<file path="config.mk">
export PLATFORM = sky130hd
export DESIGN_NAME = circular_mean_angle_filter_flat
export DESIGN_NICKNAME = d
export VERILOG_FILES = /design/src/rtl/cmaf_pkg.sv /design/src/rtl/cmaf_if.sv /design/src/rtl/cmaf_ctrl.sv /design/src/rtl/cmaf_datapath.sv /design/src/rtl/circular_mean_angle_filter.sv /design/src/flat_wrapper.sv
export SDC_FILE = /design/constraint.sdc
export NUM_CORES = 2
export LEC_CHECK = 0
export BUFFER_PORTS_ARGS = -buffer_cell sky130_fd_sc_hd__buf_2
export CAP_MARGIN = 20
export CORE_MARGIN = 4
export CORE_UTILIZATION = 40
export CTS_BUF_LIST = sky130_fd_sc_hd__clkbuf_4 sky130_fd_sc_hd__clkbuf_8
export CTS_CLUSTER_SIZE = 16
export DETAILED_ROUTE_END_ITERATION = 7
export PLACE_DENSITY = 0.57
export REMOVE_ABC_BUFFERS = 1
export SYNTH_ARGS = -nofsm -noshare
export SYNTH_HDL_FRONTEND = slang
export SYNTH_SLANG_ARGS = --single-unit
</file>
<file path="constraint.sdc">
create_clock -name clock -period 9.75 [get_ports clock]
set_input_delay 0.4875 -clock clock [delete_from_list [all_inputs] [get_ports clock]]
set_output_delay 0.4875 -clock clock [all_outputs]
set_load 0.005 [all_outputs]
</file>
<file path="src/rtl/cmaf_pkg.sv">
package cmaf_pkg;

   localparam int TURN         = 46080;
   localparam int HALF_TURN    = 23040;
   localparam int QUARTER_TURN = 11520;
   localparam int STEPS        = 16;
   localparam int STEP_W       = 4;
   localparam int GAIN_Q30     = 652032874;
   localparam int RIGHT_FINE   = 90 * 32768;
   localparam int ZW           = 25;
   localparam int ATAN_W       = 21;

   typedef enum logic [3:0] {
      S_BOOT0,
      S_BOOT0_RUN,
      S_BOOT0_SAVE,
      S_BOOT1,
      S_BOOT1_RUN,
      S_BOOT1_SAVE,
      S_INIT,
      S_IDLE,
      S_ROT,
      S_PAIR,
      S_ACC,
      S_VLOAD,
      S_VEC,
      S_FIN
   } state_type;

   typedef struct packed {
      logic boot_load;
      logic boot_neg;
      logic step;
      logic save_pose0;
      logic save_pose1;
      logic init_sums;
      logic accept;
      logic make_pair;
      logic accumulate;
      logic load_vec;
      logic finish;
   } cmd_type;

   typedef struct packed {
      logic last_step;
      logic joint_ok;
      logic rsp_busy;
   } status_type;

   function automatic logic [ATAN_W-1:0] atan_step(input logic [STEP_W-1:0] i);
      case (i)
         4'd0:    return 21'd1474560;
         4'd1:    return 21'd870484;
         4'd2:    return 21'd459940;
         4'd3:    return 21'd233473;
         4'd4:    return 21'd117189;
         4'd5:    return 21'd58653;
         4'd6:    return 21'd29333;
         4'd7:    return 21'd14667;
         4'd8:    return 21'd7334;
         4'd9:    return 21'd3667;
         4'd10:   return 21'd1833;
         4'd11:   return 21'd917;
         4'd12:   return 21'd458;
         4'd13:   return 21'd229;
         4'd14:   return 21'd115;
         4'd15:   return 21'd57;
         default: return '0;
      endcase
   endfunction

endpackage

</file>
<file path="src/rtl/cmaf_if.sv">
interface cmaf_req_if;
   logic               valid;
   logic               ready;
   logic [2:0]         joint;
   logic signed [15:0] angle;
   modport source (output valid, output joint, output angle, input ready);
   modport sink (input valid, input joint, input angle, output ready);
endinterface

interface cmaf_rsp_if;
   logic               valid;
   logic               ready;
   logic [2:0]         joint_out;
   logic signed [15:0] filtered_angle;
   modport source (output valid, output joint_out, output filtered_angle, input ready);
   modport sink (input valid, input joint_out, input filtered_angle, output ready);
endinterface

</file>
<file path="src/rtl/cmaf_ctrl.sv">
module cmaf_ctrl (
   input  logic                 clock,
   input  logic                 reset,
   input  logic                 req_valid,
   output logic                 req_ready,
   input  cmaf_pkg::status_type status,
   output cmaf_pkg::cmd_type    cmd
);

   cmaf_pkg::state_type state_ff, state_in;

   always_ff @(posedge clock) begin
      if (reset) begin
         state_ff <= cmaf_pkg::S_BOOT0;
      end else begin
         state_ff <= state_in;
      end
   end

   always_comb begin
      state_in = state_ff;
      case (state_ff)
         cmaf_pkg::S_BOOT0:      state_in = cmaf_pkg::S_BOOT0_RUN;
         cmaf_pkg::S_BOOT0_RUN: begin
            if (status.last_step) state_in = cmaf_pkg::S_BOOT0_SAVE;
         end
         cmaf_pkg::S_BOOT0_SAVE: state_in = cmaf_pkg::S_BOOT1;
         cmaf_pkg::S_BOOT1:      state_in = cmaf_pkg::S_BOOT1_RUN;
         cmaf_pkg::S_BOOT1_RUN: begin
            if (status.last_step) state_in = cmaf_pkg::S_BOOT1_SAVE;
         end
         cmaf_pkg::S_BOOT1_SAVE: state_in = cmaf_pkg::S_INIT;
         cmaf_pkg::S_INIT:       state_in = cmaf_pkg::S_IDLE;
         cmaf_pkg::S_IDLE: begin
            if (req_valid) begin
               state_in = status.joint_ok ? cmaf_pkg::S_ROT : cmaf_pkg::S_FIN;
            end
         end
         cmaf_pkg::S_ROT: begin
            if (status.last_step) state_in = cmaf_pkg::S_PAIR;
         end
         cmaf_pkg::S_PAIR:       state_in = cmaf_pkg::S_ACC;
         cmaf_pkg::S_ACC:        state_in = cmaf_pkg::S_VLOAD;
         cmaf_pkg::S_VLOAD:      state_in = cmaf_pkg::S_VEC;
         cmaf_pkg::S_VEC: begin
            if (status.last_step) state_in = cmaf_pkg::S_FIN;
         end
         cmaf_pkg::S_FIN: begin
            if (!status.rsp_busy) state_in = cmaf_pkg::S_IDLE;
         end
         default:                state_in = cmaf_pkg::S_BOOT0;
      endcase
   end

   always_comb begin
      cmd       = '0;
      req_ready = 1'b0;
      case (state_ff)
         cmaf_pkg::S_BOOT0:      cmd.boot_load = 1'b1;
         cmaf_pkg::S_BOOT0_RUN:  cmd.step = 1'b1;
         cmaf_pkg::S_BOOT0_SAVE: cmd.save_pose0 = 1'b1;
         cmaf_pkg::S_BOOT1: begin
            cmd.boot_load = 1'b1;
            cmd.boot_neg  = 1'b1;
         end
         cmaf_pkg::S_BOOT1_RUN:  cmd.step = 1'b1;
         cmaf_pkg::S_BOOT1_SAVE: cmd.save_pose1 = 1'b1;
         cmaf_pkg::S_INIT:       cmd.init_sums = 1'b1;
         cmaf_pkg::S_IDLE: begin
            req_ready  = 1'b1;
            cmd.accept = req_valid;
         end
         cmaf_pkg::S_ROT:        cmd.step = 1'b1;
         cmaf_pkg::S_PAIR:       cmd.make_pair = 1'b1;
         cmaf_pkg::S_ACC:        cmd.accumulate = 1'b1;
         cmaf_pkg::S_VLOAD:      cmd.load_vec = 1'b1;
         cmaf_pkg::S_VEC:        cmd.step = 1'b1;
         cmaf_pkg::S_FIN:        cmd.finish = !status.rsp_busy;
         default:                cmd = '0;
      endcase
   end

endmodule

</file>
<file path="src/rtl/cmaf_datapath.sv">
module cmaf_datapath #(
   parameter int WINDOW = 8,
   parameter int JOINTS = 7
) (
   input  logic                 clock,
   input  logic                 reset,
   input  cmaf_pkg::cmd_type    cmd,
   output cmaf_pkg::status_type status,
   input  logic [2:0]           req_joint,
   input  logic signed [15:0]   req_angle,
   input  logic                 rsp_ready,
   output logic                 rsp_valid,
   output logic [2:0]           rsp_joint_out,
   output logic signed [15:0]   rsp_filtered_angle
);

   localparam int DEPTH  = JOINTS * WINDOW;
   localparam int AW     = (DEPTH > 1) ? $clog2(DEPTH) : 1;
   localparam int JW     = $clog2(JOINTS);
   localparam int JXW    = (JW > 3) ? JW : 3;
   localparam int SLOT_W = (WINDOW > 1) ? $clog2(WINDOW) : 1;
   localparam int SW     = 17 + $clog2(WINDOW);
   localparam int CW     = (SW + 11 > 34) ? SW + 11 : 34;
   localparam int ZW     = cmaf_pkg::ZW;

   logic signed [CW-1:0]     x_ff, y_ff;
   logic signed [ZW-1:0]     z_ff;
   logic [cmaf_pkg::STEP_W-1:0] iter_ff;
   logic                     vec_ff, neg_ff, zero_ff;
   logic [2:0]               joint_ff;
   logic [JW-1:0]            jidx_ff;
   logic [AW-1:0]            addr_ff;
   logic [31:0]              rd_ff;
   logic signed [15:0]       pose0_c_ff, pose0_s_ff, pose1_c_ff, pose1_s_ff;
   logic signed [15:0]       pair_c_ff, pair_s_ff;
   logic signed [SW-1:0]     cos_sum_ff [JOINTS];
   logic signed [SW-1:0]     sin_sum_ff [JOINTS];
   logic [SLOT_W-1:0]        slot_ff [JOINTS];
   logic [JOINTS-1:0]        wrapped_ff;
   logic                     rsp_valid_ff;
   logic [2:0]               rsp_joint_ff;
   logic signed [15:0]       rsp_angle_ff;
   logic [31:0]              mem [DEPTH];

   logic signed [CW-1:0]     dx, dy;
   logic signed [ZW-1:0]     at_z;
   logic                     up;
   logic signed [16:0]       ang, r0, r1, r2;
   logic                     fold;
   logic [JXW-1:0]           jx;
   logic [JW-1:0]            jidx_req;
   logic                     joint_ok;
   logic [AW-1:0]            rd_addr;
   logic signed [15:0]       cur_c, cur_s, old_c, old_s, pose_c, pose_s;
   logic                     pose_neg;
   logic signed [SW-1:0]     sum_c, sum_s;
   logic signed [CW-1:0]     vx, vy;
   logic signed [15:0]       result;

   function automatic logic signed [15:0] to_q15(input logic signed [CW-1:0] v);
      logic [CW-1:0] mag, r;
      mag = v[CW-1] ? CW'(-v) : CW'(v);
      r   = (mag + CW'(16384)) >> 15;
      if (r > CW'(32767)) r = CW'(32767);
      return v[CW-1] ? -16'(r) : 16'(r);
   endfunction

   function automatic logic signed [15:0] to_deg(input logic signed [ZW-1:0] v);
      logic [ZW-1:0] mag, r;
      mag = v[ZW-1] ? ZW'(-v) : ZW'(v);
      r   = (mag + ZW'(128)) >> 8;
      if (r > ZW'(cmaf_pkg::HALF_TURN)) r = ZW'(cmaf_pkg::HALF_TURN);
      return v[ZW-1] ? -16'(r) : 16'(r);
   endfunction

   always_comb begin
      dx   = y_ff >>> iter_ff;
      dy   = x_ff >>> iter_ff;
      at_z = ZW'(cmaf_pkg::atan_step(iter_ff));
      up   = vec_ff ? y_ff[CW-1] : !z_ff[ZW-1];
   end

   always_comb begin
      ang = cmd.accept ? 17'(req_angle)
                       : (cmd.boot_neg ? -17'(cmaf_pkg::QUARTER_TURN) : '0);
      r0  = ang[16] ? ang + 17'(cmaf_pkg::TURN) : ang;
      r1  = (r0 > 17'(cmaf_pkg::HALF_TURN)) ? r0 - 17'(cmaf_pkg::TURN) : r0;
      fold = 1'b0;
      r2  = r1;
      if (r1 > 17'(cmaf_pkg::QUARTER_TURN)) begin
         r2   = r1 - 17'(cmaf_pkg::HALF_TURN);
         fold = 1'b1;
      end else if (r1 < -17'(cmaf_pkg::QUARTER_TURN)) begin
         r2   = r1 + 17'(cmaf_pkg::HALF_TURN);
         fold = 1'b1;
      end
   end

   always_comb begin
      jx       = JXW'(req_joint);
      joint_ok = 32'(req_joint) < JOINTS;
      jidx_req = joint_ok ? jx[JW-1:0] : '0;
      rd_addr  = AW'(int'(jidx_req) * WINDOW + int'(slot_ff[jidx_req]));
   end

   always_comb begin
      cur_c    = neg_ff ? -to_q15(x_ff) : to_q15(x_ff);
      cur_s    = neg_ff ? -to_q15(y_ff) : to_q15(y_ff);
      pose_neg = (joint_ff == 3'd0) || (joint_ff == 3'd1) || (joint_ff == 3'd3);
      pose_c   = pose_neg ? pose1_c_ff : pose0_c_ff;
      pose_s   = pose_neg ? pose1_s_ff : pose0_s_ff;
      old_c    = wrapped_ff[jidx_ff] ? rd_ff[31:16] : pose_c;
      old_s    = wrapped_ff[jidx_ff] ? rd_ff[15:0] : pose_s;
      sum_c    = cos_sum_ff[jidx_ff];
      sum_s    = sin_sum_ff[jidx_ff];
      vx       = CW'(sum_c) <<< 8;
      vy       = CW'(sum_s) <<< 8;
      result   = zero_ff ? '0 : to_deg(z_ff);
   end

   always_ff @(posedge clock) begin
      if (cmd.boot_load || cmd.accept) begin
         x_ff    <= CW'(cmaf_pkg::GAIN_Q30);
         y_ff    <= '0;
         z_ff    <= ZW'(r2) <<< 8;
         neg_ff  <= fold;
         vec_ff  <= 1'b0;
         iter_ff <= '0;
      end else if (cmd.load_vec) begin
         vec_ff  <= 1'b1;
         iter_ff <= '0;
         if (!sum_c[SW-1]) begin
            x_ff <= vx;
            y_ff <= vy;
            z_ff <= '0;
         end else if (!sum_s[SW-1]) begin
            x_ff <= vy;
            y_ff <= -vx;
            z_ff <= ZW'(cmaf_pkg::RIGHT_FINE);
         end else begin
            x_ff <= -vy;
            y_ff <= vx;
            z_ff <= -ZW'(cmaf_pkg::RIGHT_FINE);
         end
      end else if (cmd.step) begin
         iter_ff <= iter_ff + 1'b1;
         if (up) begin
            x_ff <= x_ff - dx;
            y_ff <= y_ff + dy;
            z_ff <= z_ff - at_z;
         end else begin
            x_ff <= x_ff + dx;
            y_ff <= y_ff - dy;
            z_ff <= z_ff + at_z;
         end
      end
   end

   always_ff @(posedge clock) begin
      if (cmd.save_pose0) begin
         pose0_c_ff <= cur_c;
         pose0_s_ff <= cur_s;
      end
      if (cmd.save_pose1) begin
         pose1_c_ff <= cur_c;
         pose1_s_ff <= cur_s;
      end
      if (cmd.accept) begin
         joint_ff <= req_joint;
         jidx_ff  <= jidx_req;
         addr_ff  <= rd_addr;
         rd_ff    <= mem[rd_addr];
      end
      if (cmd.accept || cmd.load_vec) begin
         zero_ff <= cmd.accept ? !joint_ok : (sum_c == '0) && (sum_s == '0);
      end
      if (cmd.make_pair) begin
         pair_c_ff <= cur_c;
         pair_s_ff <= cur_s;
      end
   end

   always_ff @(posedge clock) begin
      if (cmd.accumulate) begin
         mem[addr_ff] <= {pair_c_ff, pair_s_ff};
      end
   end

   always_ff @(posedge clock) begin
      if (cmd.init_sums) begin
         for (int j = 0; j < JOINTS; j++) begin
            if (j == 0 || j == 1 || j == 3) begin
               cos_sum_ff[j] <= SW'(pose1_c_ff) * $signed(SW'(WINDOW));
               sin_sum_ff[j] <= SW'(pose1_s_ff) * $signed(SW'(WINDOW));
            end else begin
               cos_sum_ff[j] <= SW'(pose0_c_ff) * $signed(SW'(WINDOW));
               sin_sum_ff[j] <= SW'(pose0_s_ff) * $signed(SW'(WINDOW));
            end
         end
      end else if (cmd.accumulate) begin
         cos_sum_ff[jidx_ff] <= sum_c + SW'(pair_c_ff) - SW'(old_c);
         sin_sum_ff[jidx_ff] <= sum_s + SW'(pair_s_ff) - SW'(old_s);
      end
   end

   always_ff @(posedge clock) begin
      if (reset) begin
         for (int j = 0; j < JOINTS; j++) begin
            slot_ff[j] <= '0;
         end
         wrapped_ff   <= '0;
         rsp_valid_ff <= 1'b0;
      end else begin
         if (cmd.accumulate) begin
            if (32'(slot_ff[jidx_ff]) >= WINDOW - 1) begin
               slot_ff[jidx_ff]    <= '0;
               wrapped_ff[jidx_ff] <= 1'b1;
            end else begin
               slot_ff[jidx_ff] <= slot_ff[jidx_ff] + 1'b1;
            end
         end
         if (cmd.finish) begin
            rsp_valid_ff <= 1'b1;
         end else if (rsp_ready) begin
            rsp_valid_ff <= 1'b0;
         end
      end
   end

   always_ff @(posedge clock) begin
      if (cmd.finish) begin
         rsp_joint_ff <= joint_ff;
         rsp_angle_ff <= result;
      end
   end

   always_comb begin
      status.last_step = iter_ff == cmaf_pkg::STEP_W'(cmaf_pkg::STEPS - 1);
      status.joint_ok  = joint_ok;
      status.rsp_busy  = rsp_valid_ff && !rsp_ready;
   end

   assign rsp_valid          = rsp_valid_ff;
   assign rsp_joint_out      = rsp_joint_ff;
   assign rsp_filtered_angle = rsp_angle_ff;

endmodule

</file>
<file path="src/rtl/circular_mean_angle_filter.sv">
// Moving circular mean of joint angles, one window of WINDOW samples per joint.
// A request transaction carries a joint index and an angle in 1/128 degree.
// Each request gives exactly one response transaction with the joint index and
// the circular mean of that joint's window, in 1/128 degree from -180 to 180.
// A joint index at or above JOINTS leaves the state alone and returns 0.
// One shared CORDIC unit does 16 rotation steps for sine and cosine, then 16
// vectoring steps for the angle of the running sums; it sets the rate.
// An unused joint index skips the CORDIC steps. A new request is taken only
// once the previous result has entered the output register.
// After reset the block computes the start pose and fills the running sums;
// req_ready stays low until then. The window memory holds
// no reset value; each joint's entries read as the start pose until that
// joint's window has been written through once.
// The response sits in an output register. While the receiver stalls the
// next request is still taken and processed, and its result waits until the
// register is free.
module circular_mean_angle_filter #(
   parameter int WINDOW = 8,
   parameter int JOINTS = 7
) (
   input logic        clock,
   input logic        reset,
   cmaf_req_if.sink   req_ch,
   cmaf_rsp_if.source rsp_ch
);

   cmaf_pkg::cmd_type    cmd;
   cmaf_pkg::status_type status;

   cmaf_ctrl u_ctrl (
      .clock     (clock),
      .reset     (reset),
      .req_valid (req_ch.valid),
      .req_ready (req_ch.ready),
      .status    (status),
      .cmd       (cmd)
   );

   cmaf_datapath #(
      .WINDOW (WINDOW),
      .JOINTS (JOINTS)
   ) u_datapath (
      .clock              (clock),
      .reset              (reset),
      .cmd                (cmd),
      .status             (status),
      .req_joint          (req_ch.joint),
      .req_angle          (req_ch.angle),
      .rsp_ready          (rsp_ch.ready),
      .rsp_valid          (rsp_ch.valid),
      .rsp_joint_out      (rsp_ch.joint_out),
      .rsp_filtered_angle (rsp_ch.filtered_angle)
   );

endmodule

</file>
<file path="src/flat_wrapper.sv">
// flat-port wrapper written by rule: the top's interface ports become plain ports
module circular_mean_angle_filter_flat 
#(
   parameter int WINDOW = 8,
   parameter int JOINTS = 7
)
  (clock, reset, req_ch_valid, req_ch_joint, req_ch_angle, req_ch_ready, rsp_ch_valid, rsp_ch_joint_out, rsp_ch_filtered_angle, rsp_ch_ready);
  cmaf_req_if req_ch_i ();
  cmaf_rsp_if rsp_ch_i ();
  input logic clock;
  input logic reset;
  input wire logic [$bits(req_ch_i.valid)-1:0] req_ch_valid;
  input wire logic [$bits(req_ch_i.joint)-1:0] req_ch_joint;
  input wire logic [$bits(req_ch_i.angle)-1:0] req_ch_angle;
  output wire logic [$bits(req_ch_i.ready)-1:0] req_ch_ready;
  output wire logic [$bits(rsp_ch_i.valid)-1:0] rsp_ch_valid;
  output wire logic [$bits(rsp_ch_i.joint_out)-1:0] rsp_ch_joint_out;
  output wire logic [$bits(rsp_ch_i.filtered_angle)-1:0] rsp_ch_filtered_angle;
  input wire logic [$bits(rsp_ch_i.ready)-1:0] rsp_ch_ready;
  assign req_ch_i.valid = req_ch_valid;
  assign req_ch_i.joint = req_ch_joint;
  assign req_ch_i.angle = req_ch_angle;
  assign req_ch_ready = req_ch_i.ready;
  assign rsp_ch_valid = rsp_ch_i.valid;
  assign rsp_ch_joint_out = rsp_ch_i.joint_out;
  assign rsp_ch_filtered_angle = rsp_ch_i.filtered_angle;
  assign rsp_ch_i.ready = rsp_ch_ready;
  circular_mean_angle_filter #(.WINDOW(WINDOW), .JOINTS(JOINTS)) u_core (.clock(clock), .reset(reset), .req_ch(req_ch_i), .rsp_ch(rsp_ch_i));
endmodule
</file>
==> results by group <==
Status
  • Status: finished clean

Timing
  • Fin. max-slew vios: 0
  • Count of endpoints failing setup in the final report: 0
  • Worst Max-Slew Pin Slew: 1250 ps
  • Count of endpoints failing hold in the final timing report: 0
  • Post-route fraction of the period consumed by the critical path: 76.9%
  • Largest clock skew in the final design: 157 ps
  • Timing-limited maximum frequency: 133 MHz
  • Max transition margin: 15.9%
  • Unrepaired setup endpoints after global routing: no
  • Min Clock Period, post-route: 7500 ps

Floorplanning
  • Starting Density: 40.3%
  • Die height: 550 um
  • Boundary pin count: 44
  • Row count: 198
  • Floorplan core area: 292000 um2
  • Chip Width: 550 um
  • Die Area: 302000 um2

Min path
  • Worst Hold Class: input pin to register
  • Hold Startpoint: req_ch_angle[8]

Setup path
  • CP startpoint: u_core.u_datapath.y_ff[1]$_SDFFE_PP0P_
  • Critical path fanouts, max: 18
  • R2R Path Start: u_core.u_datapath.y_ff[1]$_SDFFE_PP0P_
  • Signal arrival time at the worst endpoint: 8280 ps
  • WS Path Type: register to register
  • Kind of start point of the critical path: register
  • WP data required: 10530 ps
  • CP endpoint kind: register

Global route
  • Grt total ovfl: 0
  • Wire length of the first global-routing pass: 542000 um
  • Largest net degree at the start of global routing: 160
  • Global-route usage over all layers: 23.8%
  • Vias in the first global route: 82022
  • Number of antenna violations at the first check in global routing: 21

Place
  • Number of placed cells counting well taps: 13873
  • Count of input and output buffers: 43
  • Total half-perimeter wirelength after legalization and detailed placement: 215000 um
  • Final weighted congestion in routability-driven placement: 0.946

Detailed routing
  • Drt first pass iters: 8
  • Post-Route WL: 370000 um
  • Post-route ant nets: 0
  • Via/cell ratio: 5.86
  • Met1 Routed Length: 152000 um
  • Met3 routed wirelength: 32100 um
  • Wire length per cell after detailed routing: 25.4 um
  • Vias post-DR: 85601
  • Number of design rule violations left after detail routing: 0
  • Met2 wirelength from detailed routing: 173000 um
  • 1st-iter DRT viols: 10138
  • Uppermost signal routing layer after detailed routing: met5

CTS
  • Post-CTS setup buffer count: 0
  • Maximum buffer depth of the clock tree: 4
  • Insertion delay of the later-clocked pin in the worst-skew pair: 1090 ps
  • Num Clock Sinks: 2428
  • Number of H-tree branching levels: 5
  • Clock transition at the registers of the reported paths: 70 ps
  • Post-cts hold buffer count: 14
  • Number of clock buffers inserted by TritonCTS: 405
  • PostCTS Resize Cnt: 0
  • CTS tree: yes
  • Root Buffer: sky130_fd_sc_hd__clkbuf_8

Finish
  • Non-Filler Instances: 14614
  • Count of nets after finishing: 10628
  • Layout cells sized above 1: 11.9%
  • Utilization of the core after routing: 44.9%
  • Fill cells: 26693
  • Synth-to-Final Area Change: 11.4%

Flow run
  • Max cap viols: 0

Yosys
  • Cell area after synthesis: 117000 um2
  • Count of cell types in the netlist: 98
  • Cell types occupying the most area after synthesis: sky130_fd_sc_hd__edfxtp_1 59%, sky130_fd_sc_hd__nand2_1 7.5%, sky130_fd_sc_hd__nand3_1 4.7%
  • Async set-or-reset flop fraction in the synthesized netlist: 0%
  • Number of synthesized flops with an enable pin: 2302
  • Post-Synthesis Cells: 10392
  • Top post-synthesis cells by count: 2343 x sky130_fd_sc_hd__nand2_1, 2302 x sky130_fd_sc_hd__edfxtp_1, 1107 x sky130_fd_sc_hd__nand3_1, 615 x sky130_fd_sc_hd__clkbuf_1, 435 x sky130_fd_sc_hd__o21ai_0
  • Sequential area share after synthesis: 61.0%
  • Mean cell area of the mapped netlist: 11.3 um2
  • Yosys warning total: 0
  • Most numerous cell in the Yosys netlist: sky130_fd_sc_hd__nand2_1
  • Yosys top cell by area: sky130_fd_sc_hd__edfxtp_1
  • Area fraction of the dominant cell type after synthesis: 58.9%
  • Synthesis-stage register bit count: 2428
  • Most used flip-flop cell after synthesis: sky130_fd_sc_hd__edfxtp_1

Pwr
  • Largest vdd supply drop: 0.272 mV
  • Static Leak: 45.6 nW
  • Power density normalized to cell area: 250 nW/um2
layer usage:
layer	GRT usage, %	up-vias
met3	4.38	650
met1	32.0	42603
met2	38.5	3911
met5	0	-
met4	8.35	2
li1	-	38435
sequential cells by signal, indices dropped and copies added, names as in the netlist, 21 cells and up, named ones only:
register / count
u_core.u_datapath.at_z: 21
u_core.u_datapath.cos_sum_ff: 160
u_core.u_datapath.mem: 1792
u_core.u_datapath.rd_ff: 32
u_core.u_datapath.sin_sum_ff: 160
u_core.u_datapath.slot_ff: 24
u_core.u_datapath.x_ff: 34
u_core.u_datapath.y_ff: 34
u_core.u_datapath.z_ff: 25
worst paths after layout:
path / endpoint / slack (ps) / depth (start not counted)
setup / recovery: u_core.u_datapath.pair_s_ff[15]$_DFFE_PP_ / 2250 / 20
hold / removal: u_core.u_datapath.z_ff[16]$_DFFE_PP_ / 130 / 4
setup reg to reg: u_core.u_datapath.pair_s_ff[15]$_DFFE_PP_ / 2250 / 20
hold reg to reg: u_core.u_datapath.rsp_joint_out[0]$_DFFE_PP_ / 450 / 0
final cells by class:
cell class / instances / area (um2) / area share, %
sequential: 2428 / 71700 / 54.8
multi-input combinational: 7028 / 42900 / 32.8
clock buffer: 554 / 6770 / 5.17
tap: 3900 / 4880 / 3.73
timing repair buffer: 301 / 2390 / 1.83
clock inverter: 162 / 1280 / 0.981
inverter: 238 / 913 / 0.698
antenna: 3 / 7.51 / 0.00574
worst max-delay path: stages (launching register included):
cell	delay [ps]
sky130_fd_sc_hd__dfxtp_1	360
sky130_fd_sc_hd__nor4_1	670
sky130_fd_sc_hd__nand4_1	810
sky130_fd_sc_hd__o21ai_0	470
sky130_fd_sc_hd__xnor2_1	110
sky130_fd_sc_hd__ha_1	270
sky130_fd_sc_hd__inv_1	110
sky130_fd_sc_hd__nor2_1	50
sky130_fd_sc_hd__mux2i_1	710
sky130_fd_sc_hd__nor3_1	280
sky130_fd_sc_hd__o2111ai_1	260
sky130_fd_sc_hd__nand2_1	350
sky130_fd_sc_hd__nor2_1	300
sky130_fd_sc_hd__ha_1	280
sky130_fd_sc_hd__o21ai_0	200
sky130_fd_sc_hd__a2111oi_2	560
sky130_fd_sc_hd__a2111oi_0	190
sky130_fd_sc_hd__nor3b_1	350
sky130_fd_sc_hd__nand3_1	180
sky130_fd_sc_hd__o41ai_1	470
sky130_fd_sc_hd__xor2_1	280
metrics by stage:
stage	area (um2)	setup TNS, ps	total power [mW]	hold WS (ps)	setup WS [ps]
after floorplan	115000	-3790600	21.1	426	-112960
after global placement	123000	0	23.5	435	2500
after detailed placement	123000	0	23.6	434	2470
after CTS	131000	0	32.8	42.8	2360
after global routing	131000	0	34.5	89.7	1420
final	131000	0	32.8	128	2250
cell usage in the layout (no fill, tap or decap), types with 141 or more instances in the layout:
cell                       count
sky130_fd_sc_hd__nand2_1    2333
sky130_fd_sc_hd__edfxtp_1   2302
sky130_fd_sc_hd__nand3_1    1106
sky130_fd_sc_hd__o21ai_0     434
sky130_fd_sc_hd__clkbuf_8    417
sky130_fd_sc_hd__nor2_1      368
sky130_fd_sc_hd__a21oi_1     314
sky130_fd_sc_hd__a311oi_1    237
sky130_fd_sc_hd__inv_1       229
sky130_fd_sc_hd__buf_4       221
sky130_fd_sc_hd__xnor2_1     208
sky130_fd_sc_hd__ha_1        162
sky130_fd_sc_hd__mux4_2      160
sky130_fd_sc_hd__and3_1      150
sky130_fd_sc_hd__clkbuf_4    141
power breakdown:
group | total [mW] | switching [mW] | internal, mW | leakage (nW)
combinational | 11.3 | 7.16 | 4.09 | 19.6
clock | 9.08 | 4.20 | 4.89 | 4.24
sequential | 12.4 | 0.543 | 11.9 | 21.7
cell families (layout without fill, tap and decap cells):
| logic type | Yosys count | in the layout | synth area share [%] |
|---|---|---|---|
| AOI/OAI and AO/OA | 1646 | 1646 | 9.29 |
| xor gates and xnor gates | 338 | 338 | 2.53 |
| adders and majority gates | 205 | 205 | 2.44 |
| buffers and inverters | 936 | 1255 | 3.01 |
| DFF | 2428 | 2428 | 61.0 |
| muxes | 343 | 343 | 4.70 |
| other | 0 | 3 | 0 |
| and+or+nand+nor | 4496 | 4496 | 17.0 |
No activity file was read; power rests on OpenSTA's default activity.
